## src/rtl/bdh_pkg.sv

```systemverilog
// Shared types and constants for the button debounce and hold detector.
package bdh_pkg;

   localparam int unsigned CfgWidth = 16;
   localparam int unsigned TimeWidth = 32;
   localparam int unsigned ScreenWidth = 3;
   localparam int unsigned CountWidth = 7;
   localparam int unsigned CsrAddrWidth = 4;
   localparam int unsigned CsrDataWidth = 32;

   localparam logic [CfgWidth-1:0] DebounceReset = 16'd50;
   localparam logic [CfgWidth-1:0] ShortPressReset = 16'd1000;
   localparam logic [CfgWidth-1:0] ResetHoldReset = 16'd9000;

   // Register indexes on the configuration port (byte address / 4).
   localparam logic [1:0] RegDebounce = 2'd0;
   localparam logic [1:0] RegShortPress = 2'd1;
   localparam logic [1:0] RegResetHold = 2'd2;

   // Seconds rounding: ceil(x / 1000) = floor((x + 999) / 1000), done as a
   // multiply by ceil(2^26 / 1000) and a shift; exact for x below 2^16.
   localparam logic [16:0] RoundUp = 17'd999;
   localparam logic [16:0] Recip = 17'd67109;
   localparam int unsigned RecipShift = 26;

   typedef enum logic [1:0] {
      CD_KEEP,
      CD_CLEAR,
      CD_LOAD
   } cd_op_type;

   typedef struct packed {
      logic [CfgWidth-1:0] debounce_ms;
      logic [CfgWidth-1:0] short_press_ms;
      logic [CfgWidth-1:0] reset_hold_ms;
   } cfg_type;

   typedef struct packed {
      logic [ScreenWidth-1:0] screen;
      cd_op_type cd_op;
      logic [CfgWidth-1:0] remaining;
      logic holding;
      logic pulse;
   } stage_type;

endpackage

```

## src/rtl/button_debounce_hold_detector_unit.sv

```systemverilog
// Top level of the button debounce and hold detector.
//
//   channel  direction  beat contents
//   req      in         button_level, now_ms
//   rsp      out        screen_index, countdown_sec, holding, reset_request
//   csr      in/out     APB-style writes and reads of the three timing registers
//
// The button state is updated as a sample beat is taken, and the beat's control
// word is registered; the seconds rounding multiplier sits in the second stage.
// A new sample is accepted every cycle unless the output stalls. Synchronous reset
// restores the default timings and the released raw level, but sets the settled
// level to pressed. A stalled result holds its register; the first stage takes
// one more beat behind it, and then the input stalls until the result is taken.
module button_debounce_hold_detector_unit #(
   parameter int unsigned SCREEN_COUNT = 2
) (
   input  logic clock,
   input  logic reset,
   input  logic req_valid,
   output logic req_ready,
   input  logic req_button_level,
   input  logic [31:0] req_now_ms,
   output logic rsp_valid,
   input  logic rsp_ready,
   output logic [2:0] rsp_screen_index,
   output logic [6:0] rsp_countdown_sec,
   output logic rsp_holding,
   output logic rsp_reset_request,
   input  logic csr_psel,
   input  logic csr_penable,
   input  logic csr_pwrite,
   input  logic [3:0] csr_paddr,
   input  logic [31:0] csr_pwdata,
   output logic [31:0] csr_prdata,
   output logic csr_pready
);

   bdh_pkg::cfg_type cfg;
   bdh_pkg::stage_type stage;
   logic stage_valid;
   logic stage_ready;

   bdh_csr u_csr (
      .clock(clock),
      .reset(reset),
      .csr_psel(csr_psel),
      .csr_penable(csr_penable),
      .csr_pwrite(csr_pwrite),
      .csr_paddr(csr_paddr),
      .csr_pwdata(csr_pwdata),
      .csr_prdata(csr_prdata),
      .csr_pready(csr_pready),
      .cfg(cfg)
   );

   bdh_track #(
      .SCREEN_COUNT(SCREEN_COUNT)
   ) u_track (
      .clock(clock),
      .reset(reset),
      .cfg(cfg),
      .req_valid(req_valid),
      .req_ready(req_ready),
      .req_button_level(req_button_level),
      .req_now_ms(req_now_ms),
      .stage_valid(stage_valid),
      .stage_ready(stage_ready),
      .stage(stage)
   );

   bdh_countdown u_countdown (
      .clock(clock),
      .reset(reset),
      .stage_valid(stage_valid),
      .stage_ready(stage_ready),
      .stage(stage),
      .rsp_valid(rsp_valid),
      .rsp_ready(rsp_ready),
      .rsp_screen_index(rsp_screen_index),
      .rsp_countdown_sec(rsp_countdown_sec),
      .rsp_holding(rsp_holding),
      .rsp_reset_request(rsp_reset_request)
   );

endmodule

```

## src/rtl/bdh_csr.sv

```systemverilog
// Configuration registers behind the APB-style port.
module bdh_csr (
   input  logic clock,
   input  logic reset,
   input  logic csr_psel,
   input  logic csr_penable,
   input  logic csr_pwrite,
   input  logic [bdh_pkg::CsrAddrWidth-1:0] csr_paddr,
   input  logic [bdh_pkg::CsrDataWidth-1:0] csr_pwdata,
   output logic [bdh_pkg::CsrDataWidth-1:0] csr_prdata,
   output logic csr_pready,
   output bdh_pkg::cfg_type cfg
);

   bdh_pkg::cfg_type cfg_ff;
   bdh_pkg::cfg_type cfg_in;
   logic [1:0] index;
   logic write_en;

   assign index = csr_paddr[3:2];
   assign write_en = csr_psel & csr_penable & csr_pwrite;
   assign csr_pready = 1'b1;
   assign cfg = cfg_ff;

   always_comb begin
      cfg_in = cfg_ff;
      if (write_en) begin
         unique case (index)
            bdh_pkg::RegDebounce: cfg_in.debounce_ms = csr_pwdata[15:0];
            bdh_pkg::RegShortPress: cfg_in.short_press_ms = csr_pwdata[15:0];
            bdh_pkg::RegResetHold: cfg_in.reset_hold_ms = csr_pwdata[15:0];
            default: cfg_in = cfg_ff;
         endcase
      end
   end

   always_comb begin
      unique case (index)
         bdh_pkg::RegDebounce: csr_prdata = {16'd0, cfg_ff.debounce_ms};
         bdh_pkg::RegShortPress: csr_prdata = {16'd0, cfg_ff.short_press_ms};
         bdh_pkg::RegResetHold: csr_prdata = {16'd0, cfg_ff.reset_hold_ms};
         default: csr_prdata = '0;
      endcase
   end

   always_ff @(posedge clock) begin
      if (reset) begin
         cfg_ff.debounce_ms <= bdh_pkg::DebounceReset;
         cfg_ff.short_press_ms <= bdh_pkg::ShortPressReset;
         cfg_ff.reset_hold_ms <= bdh_pkg::ResetHoldReset;
      end else begin
         cfg_ff <= cfg_in;
      end
   end

endmodule

```

## src/rtl/bdh_track.sv

```systemverilog
// Debounce and hold tracking: updates the button state on each beat and
// registers the per-beat control word for the countdown stage.
module bdh_track #(
   parameter int unsigned SCREEN_COUNT = 2
) (
   input  logic clock,
   input  logic reset,
   input  bdh_pkg::cfg_type cfg,
   input  logic req_valid,
   output logic req_ready,
   input  logic req_button_level,
   input  logic [bdh_pkg::TimeWidth-1:0] req_now_ms,
   output logic stage_valid,
   input  logic stage_ready,
   output bdh_pkg::stage_type stage
);

   logic prev_raw_ff, prev_raw_in;
   logic [bdh_pkg::TimeWidth-1:0] last_change_ff, last_change_in;
   logic stable_ff, stable_in;
   logic [bdh_pkg::TimeWidth-1:0] press_start_ff, press_start_in;
   logic hold_ff, hold_in;
   logic [bdh_pkg::ScreenWidth-1:0] screen_ff, screen_in;
   logic stage_valid_ff, stage_valid_in;
   bdh_pkg::stage_type stage_ff, stage_in;

   logic fire;
   logic changed;
   logic settled;
   logic [bdh_pkg::TimeWidth-1:0] since_change;
   logic [bdh_pkg::TimeWidth-1:0] held;
   logic [bdh_pkg::TimeWidth-1:0] remaining;
   logic [bdh_pkg::ScreenWidth:0] screen_inc;
   logic press_edge;
   logic release_edge;
   logic hold_mid;
   logic past_short;
   logic past_reset;

   assign fire = req_valid & req_ready;
   assign req_ready = ~stage_valid_ff | stage_ready;
   assign stage_valid = stage_valid_ff;
   assign stage = stage_ff;

   assign changed = req_button_level != prev_raw_ff;
   assign since_change = req_now_ms - last_change_ff;
   // A level that just changed never passes the debounce test: settled requires no change.
   assign settled = ~changed && (since_change > {16'd0, cfg.debounce_ms})
                    && (req_button_level != stable_ff);
   assign press_edge = settled & ~req_button_level & ~hold_ff;
   assign release_edge = settled & req_button_level & hold_ff;

   assign press_start_in = fire && press_edge ? req_now_ms : press_start_ff;
   assign held = req_now_ms - press_start_in;
   assign remaining = {16'd0, cfg.reset_hold_ms} - held;
   assign screen_inc = {1'b0, screen_ff} + 1'b1;

   assign hold_mid = (hold_ff | press_edge) & ~release_edge;
   assign past_short = held >= {16'd0, cfg.short_press_ms};
   assign past_reset = held >= {16'd0, cfg.reset_hold_ms};

   always_comb begin
      prev_raw_in = prev_raw_ff;
      last_change_in = last_change_ff;
      stable_in = stable_ff;
      hold_in = hold_ff;
      screen_in = screen_ff;
      stage_in = stage_ff;
      if (fire) begin
         prev_raw_in = req_button_level;
         if (changed) begin
            last_change_in = req_now_ms;
         end
         if (settled) begin
            stable_in = req_button_level;
         end
         stage_in.cd_op = bdh_pkg::CD_KEEP;
         stage_in.pulse = 1'b0;
         stage_in.remaining = remaining[bdh_pkg::CfgWidth-1:0];
         hold_in = hold_mid;
         if (release_edge) begin
            stage_in.cd_op = bdh_pkg::CD_CLEAR;
            if (!past_short) begin
               screen_in = (screen_inc == SCREEN_COUNT[bdh_pkg::ScreenWidth:0]) ?
                           '0 : screen_inc[bdh_pkg::ScreenWidth-1:0];
            end
         end
         // The hold is timed only while the settled level is pressed.
         if (hold_mid && !stable_in && past_short) begin
            stage_in.cd_op = bdh_pkg::CD_LOAD;
            if (past_reset) begin
               hold_in = 1'b0;
               stage_in.cd_op = bdh_pkg::CD_CLEAR;
               stage_in.pulse = 1'b1;
            end
         end
         stage_in.holding = hold_in;
         stage_in.screen = screen_in;
      end
   end

   assign stage_valid_in = fire | (stage_valid_ff & ~stage_ready);

   always_ff @(posedge clock) begin
      if (reset) begin
         prev_raw_ff <= 1'b1;
         last_change_ff <= '0;
         stable_ff <= 1'b0;
         press_start_ff <= '0;
         hold_ff <= 1'b0;
         screen_ff <= '0;
         stage_valid_ff <= 1'b0;
      end else begin
         prev_raw_ff <= prev_raw_in;
         last_change_ff <= last_change_in;
         stable_ff <= stable_in;
         press_start_ff <= press_start_in;
         hold_ff <= hold_in;
         screen_ff <= screen_in;
         stage_valid_ff <= stage_valid_in;
      end
   end

   always_ff @(posedge clock) begin
      stage_ff <= stage_in;
   end

endmodule

```

## src/rtl/bdh_countdown.sv

```systemverilog
// Countdown stage: rounds the remaining hold time up to whole seconds and
// holds the result beat.
module bdh_countdown (
   input  logic clock,
   input  logic reset,
   input  logic stage_valid,
   output logic stage_ready,
   input  bdh_pkg::stage_type stage,
   output logic rsp_valid,
   input  logic rsp_ready,
   output logic [bdh_pkg::ScreenWidth-1:0] rsp_screen_index,
   output logic [bdh_pkg::CountWidth-1:0] rsp_countdown_sec,
   output logic rsp_holding,
   output logic rsp_reset_request
);

   logic rsp_valid_ff, rsp_valid_in;
   logic [bdh_pkg::CountWidth-1:0] countdown_ff, countdown_in;
   logic [bdh_pkg::ScreenWidth-1:0] screen_ff;
   logic holding_ff;
   logic pulse_ff;
   logic advance;
   logic [16:0] rounded;
   logic [33:0] product;
   logic [bdh_pkg::CountWidth-1:0] seconds;

   assign stage_ready = ~rsp_valid_ff | rsp_ready;
   assign advance = stage_valid & stage_ready;

   assign rounded = {1'b0, stage.remaining} + bdh_pkg::RoundUp;
   assign product = rounded * bdh_pkg::Recip;
   assign seconds = product[bdh_pkg::RecipShift +: bdh_pkg::CountWidth];

   // The countdown register is both the kept state and the result payload,
   // so it only moves when a beat enters the output register.
   always_comb begin
      countdown_in = countdown_ff;
      if (advance) begin
         unique case (stage.cd_op)
            bdh_pkg::CD_KEEP: countdown_in = countdown_ff;
            bdh_pkg::CD_CLEAR: countdown_in = '0;
            bdh_pkg::CD_LOAD: countdown_in = seconds;
            default: countdown_in = countdown_ff;
         endcase
      end
   end

   assign rsp_valid_in = advance | (rsp_valid_ff & ~rsp_ready);

   always_ff @(posedge clock) begin
      if (reset) begin
         rsp_valid_ff <= 1'b0;
         countdown_ff <= '0;
      end else begin
         rsp_valid_ff <= rsp_valid_in;
         countdown_ff <= countdown_in;
      end
   end

   always_ff @(posedge clock) begin
      if (advance) begin
         screen_ff <= stage.screen;
         holding_ff <= stage.holding;
         pulse_ff <= stage.pulse;
      end
   end

   assign rsp_valid = rsp_valid_ff;
   assign rsp_screen_index = screen_ff;
   assign rsp_countdown_sec = countdown_ff;
   assign rsp_holding = holding_ff;
   assign rsp_reset_request = pulse_ff;

   a_pulse_clears: assert property (@(posedge clock) disable iff (reset)
      stage_valid && stage.pulse |-> !stage.holding && stage.cd_op == bdh_pkg::CD_CLEAR)
      else $error("reset request without clearing the hold");

   a_idle_zero: assert property (@(posedge clock) disable iff (reset)
      rsp_valid && !rsp_holding |-> rsp_countdown_sec == '0)
      else $error("countdown nonzero while no hold is timed");

   a_count_range: assert property (@(posedge clock) disable iff (reset)
      rsp_valid |-> rsp_countdown_sec <= 7'd66)
      else $error("countdown above its maximum");

   a_load_holding: assert property (@(posedge clock) disable iff (reset)
      advance && stage.cd_op == bdh_pkg::CD_LOAD |=> rsp_holding)
      else $error("countdown loaded outside a hold");

endmodule
```

## config.mk

```make
export PLATFORM = sky130hd
export DESIGN_NAME = button_debounce_hold_detector_unit
export DESIGN_NICKNAME = d
export VERILOG_FILES = /design/src/rtl/bdh_pkg.sv /design/src/rtl/button_debounce_hold_detector_unit.sv /design/src/rtl/bdh_csr.sv /design/src/rtl/bdh_track.sv /design/src/rtl/bdh_countdown.sv
export SDC_FILE = /design/constraint.sdc
export NUM_CORES = 1
export LEC_CHECK = 0
export ABC_AREA = 1
export BUFFER_PORTS_ARGS = -buffer_cell sky130_fd_sc_hd__buf_2
export CORE_MARGIN = 5
export CORE_UTILIZATION = 35
export DETAILED_ROUTE_END_ITERATION = 10
export MAX_ROUTING_LAYER = met4
export PLACE_DENSITY_LB_ADDON = 0.25
export SYNTH_ARGS = -nofsm -noshare
export SYNTH_HDL_FRONTEND = slang
export SYNTH_SLANG_ARGS = --single-unit
```

## constraint.sdc

```tcl
create_clock -name clock -period 7.38 [get_ports clock]
set_clock_uncertainty 0.2 [all_clocks]
set_input_delay 1.107 -clock clock [delete_from_list [all_inputs] [get_ports clock]]
set_output_delay 1.107 -clock clock [all_outputs]
set_load 0.02 [all_outputs]
```

==> reports/metrics.csv <==
metric,value,unit
port_buffers,87,
nets,2945,
p_per_area,372,nW/um^2
cts_tree,yes,
slew_violations,0,
maxCapViolCount,0,
synth-async-reset-ratio,0,%
htree_levels,4,
hp-start,u_track.stage[22]$_DFFE_PP_,
fin_total_pwr,0.00759,W
crit_top_cell,nand2_1,
fill_cells,4512,
crit_type,in2reg,
gp_congestion,0.901,
dp.cells,3119,
hold_depth,0,
grt_overflow,0,
met1_usage,23.3,%
yosysSeqAreaShare,21.5,%
coreArea,44300,um^2
diodes,0,
synth_edf_count,28,
clk_pin_slew,0.07,ns
worst-r2r-cell-count,51,
drc,0,
outcome,completed,
grt_pass1_vias,14500,
avgRoutedWirePerCell,14.4,um
drt_first_iter_violations,761,
synth_warnings,0,
vias_per_cell,4.73,
place_hpwl,37400,um
synth_cell_types,51,
path_delay_family,simple AND/OR/NAND/NOR gates,
synthToLayoutAreaGrowth,29.7,%
cts_root_buffer,clkbuf_16,
vias,15000,
ir_drop,0.437,mV
final_cell_mix,"inv_1, nand2_1, buf_4, ha_1, a21oi_1",
met3_usage,2.54,%
worst_pin_slew,1.01,ns
numCtsBuffers,17,
worst_ep_arrival_time,7.25,ns
hold_violations,0,
setup_viol,0,
first_pass_iters,5,
cts_buffer_depth,2,
reg2reg_slack,0.51,ns
syn_area,15700,um^2
final_core_util,46.0,%
top_usage_layer,met2,
use_met2,31.0,%
cp_num_buf_inv,7,
rr_startpoint,u_track.last_change_ff[4]$_SDFFE_PP0P_,
r2r-end,u_track.stage[17]$_DFFE_PP_,
worstSetupEndpointType,flop,
die-area,49300,um^2
insertion_delay,0.49,ns
ant_nets,0,
drive_gt1_share,22.7,%
grt_first_pass_wirelength,72100,um
p_leak,10.5,nW
syn_avg_cell_area,7.16,um^2
final_cells,3163,
hold_buffers,0,
cp_max_fo,3,
rsz0062_at_grt,yes,
gr-usage-all-layers,18.5,%
chipHeight,222,um
min_period_over_period,97.6,%
slew-limit-headroom,32.6,%
hold_end,u_countdown.rsp_screen_index[2]$_DFFE_PP_,
fp-row-count,77,
start_util,35.5,%
cp.required,7.43,ns
slowest_delay,0.41,ns
fmax,139,MHz
clock_sinks,155,
mostFrequentLayoutCell,inv_1,
cp-start-kind,primary input,
fin_crit,7.20,ns
wirelength,45500,um
ys.flop_type,dfxtp_1,
antenna_found_initial,0,
hold_path_class,reg2reg,
grt_max_degree,81,
io_pins,123,
synth.ff_latch_count,155,
synth_cells,2198,
fin_hold_ws,0.222,ns
die_x,222,um
slowest_stage,fa_2,
Yosys cell counts, types with 17 or more instances:
cell / number / area, um^2
nor2_1: 154 / 578
nand4_1: 25 / 156
o21ai_0: 114 / 571
edfxtp_1: 28 / 841
buf_4: 17 / 128
xor2_1: 52 / 455
nand3_1: 74 / 370
nor3_1: 18 / 90.1
inv_1: 433 / 1630
fa_1: 45 / 901
o211ai_1: 21 / 158
clkbuf_1: 32 / 120
nand2_1: 447 / 1680
mux2i_1: 29 / 290
a21oi_1: 185 / 926
dfxtp_1: 127 / 2540
ha_1: 266 / 3330
state kept, by name, indices dropped and copies added (netlist names), 3 cells and up:
name and count:
u_csr.cfg 48, u_track.last_change_ff 32, u_track.press_start_ff 32, u_track.stage 23, u_countdown.rsp_countdown_sec 7, u_countdown.rsp_screen_index 3
u_track.screen_ff 3
repair_timing:
action                     4_1_cts  5_1_grt
setup endpoints to repair       15       18
hold endpoints to repair         0        0
pin swaps                        3       75
gates resized for setup         12      166
setup buffers                    0       12
metal layers:
layer	wire length (um)	vias to the layer above
met5	0	-
li1	-	7803
met4	1090	0
met2	21900	232
met3	1350	61
met1	21200	6865
how the worst max path moves through the flow:
stage               slack (ns)                          end  cells after the start     startpoint
floorplan                 0.10  u_track.stage[16]$_DFFE_PP_                     38  req_now_ms[0]
global placement         -0.80  u_track.stage[18]$_DFFE_PP_                     44  req_now_ms[0]
detailed placement       -0.74  u_track.stage[18]$_DFFE_PP_                     44  req_now_ms[0]
CTS                      0.001  u_track.stage[18]$_DFFE_PP_                     42  req_now_ms[0]
global route             -0.27  u_track.stage[17]$_DFFE_PP_                     49  req_now_ms[6]
finish                    0.18  u_track.stage[17]$_DFFE_PP_                     50  req_now_ms[0]
cell type report:
type                       count  area [um^2]  area share (%)
clock inverter                15          171           0.840
tap                          592          741            3.63
clock buffer                  17          425            2.08
inverter                     440         1650            8.11
sequential                   155         3380            16.6
timing repair buffer         378         2670            13.1
multi-input combinational   1566        11400            55.7
per-stage QoR:
stage          setup TNS (ns)  worst slack [ns]  area (um^2)
2_1_floorplan               0             0.104        15800
3_3_place_gp           -11.04            -0.796        18800
3_5_place_dp           -11.19            -0.744        18800
4_1_cts                     0           0.00123        19500
5_1_grt                -0.780            -0.269        20400
6_report                    0             0.180        20400
power by group:
group,leakage [nW],internal (W),switching [W]
clock,0.292,0.000455,0.000446
combinational,8.93,0.00232,0.00343
sequential,1.31,0.000918,0.0000229
total,10.5,0.00370,0.00390
kinds of logic (layout without fill, tap and decap cells):
family,Yosys count,in the layout,synth area share (%)
other cells,2,17,0.0477
compound gates,390,390,14.0
simple gates,752,752,19.8
xor+xnor,67,67,3.73
fa+ha+maj,311,311,26.9
buf+inv,492,850,12.2
mux,29,29,1.84
flops,155,155,21.5
Power figures use the tool's default switching activity.
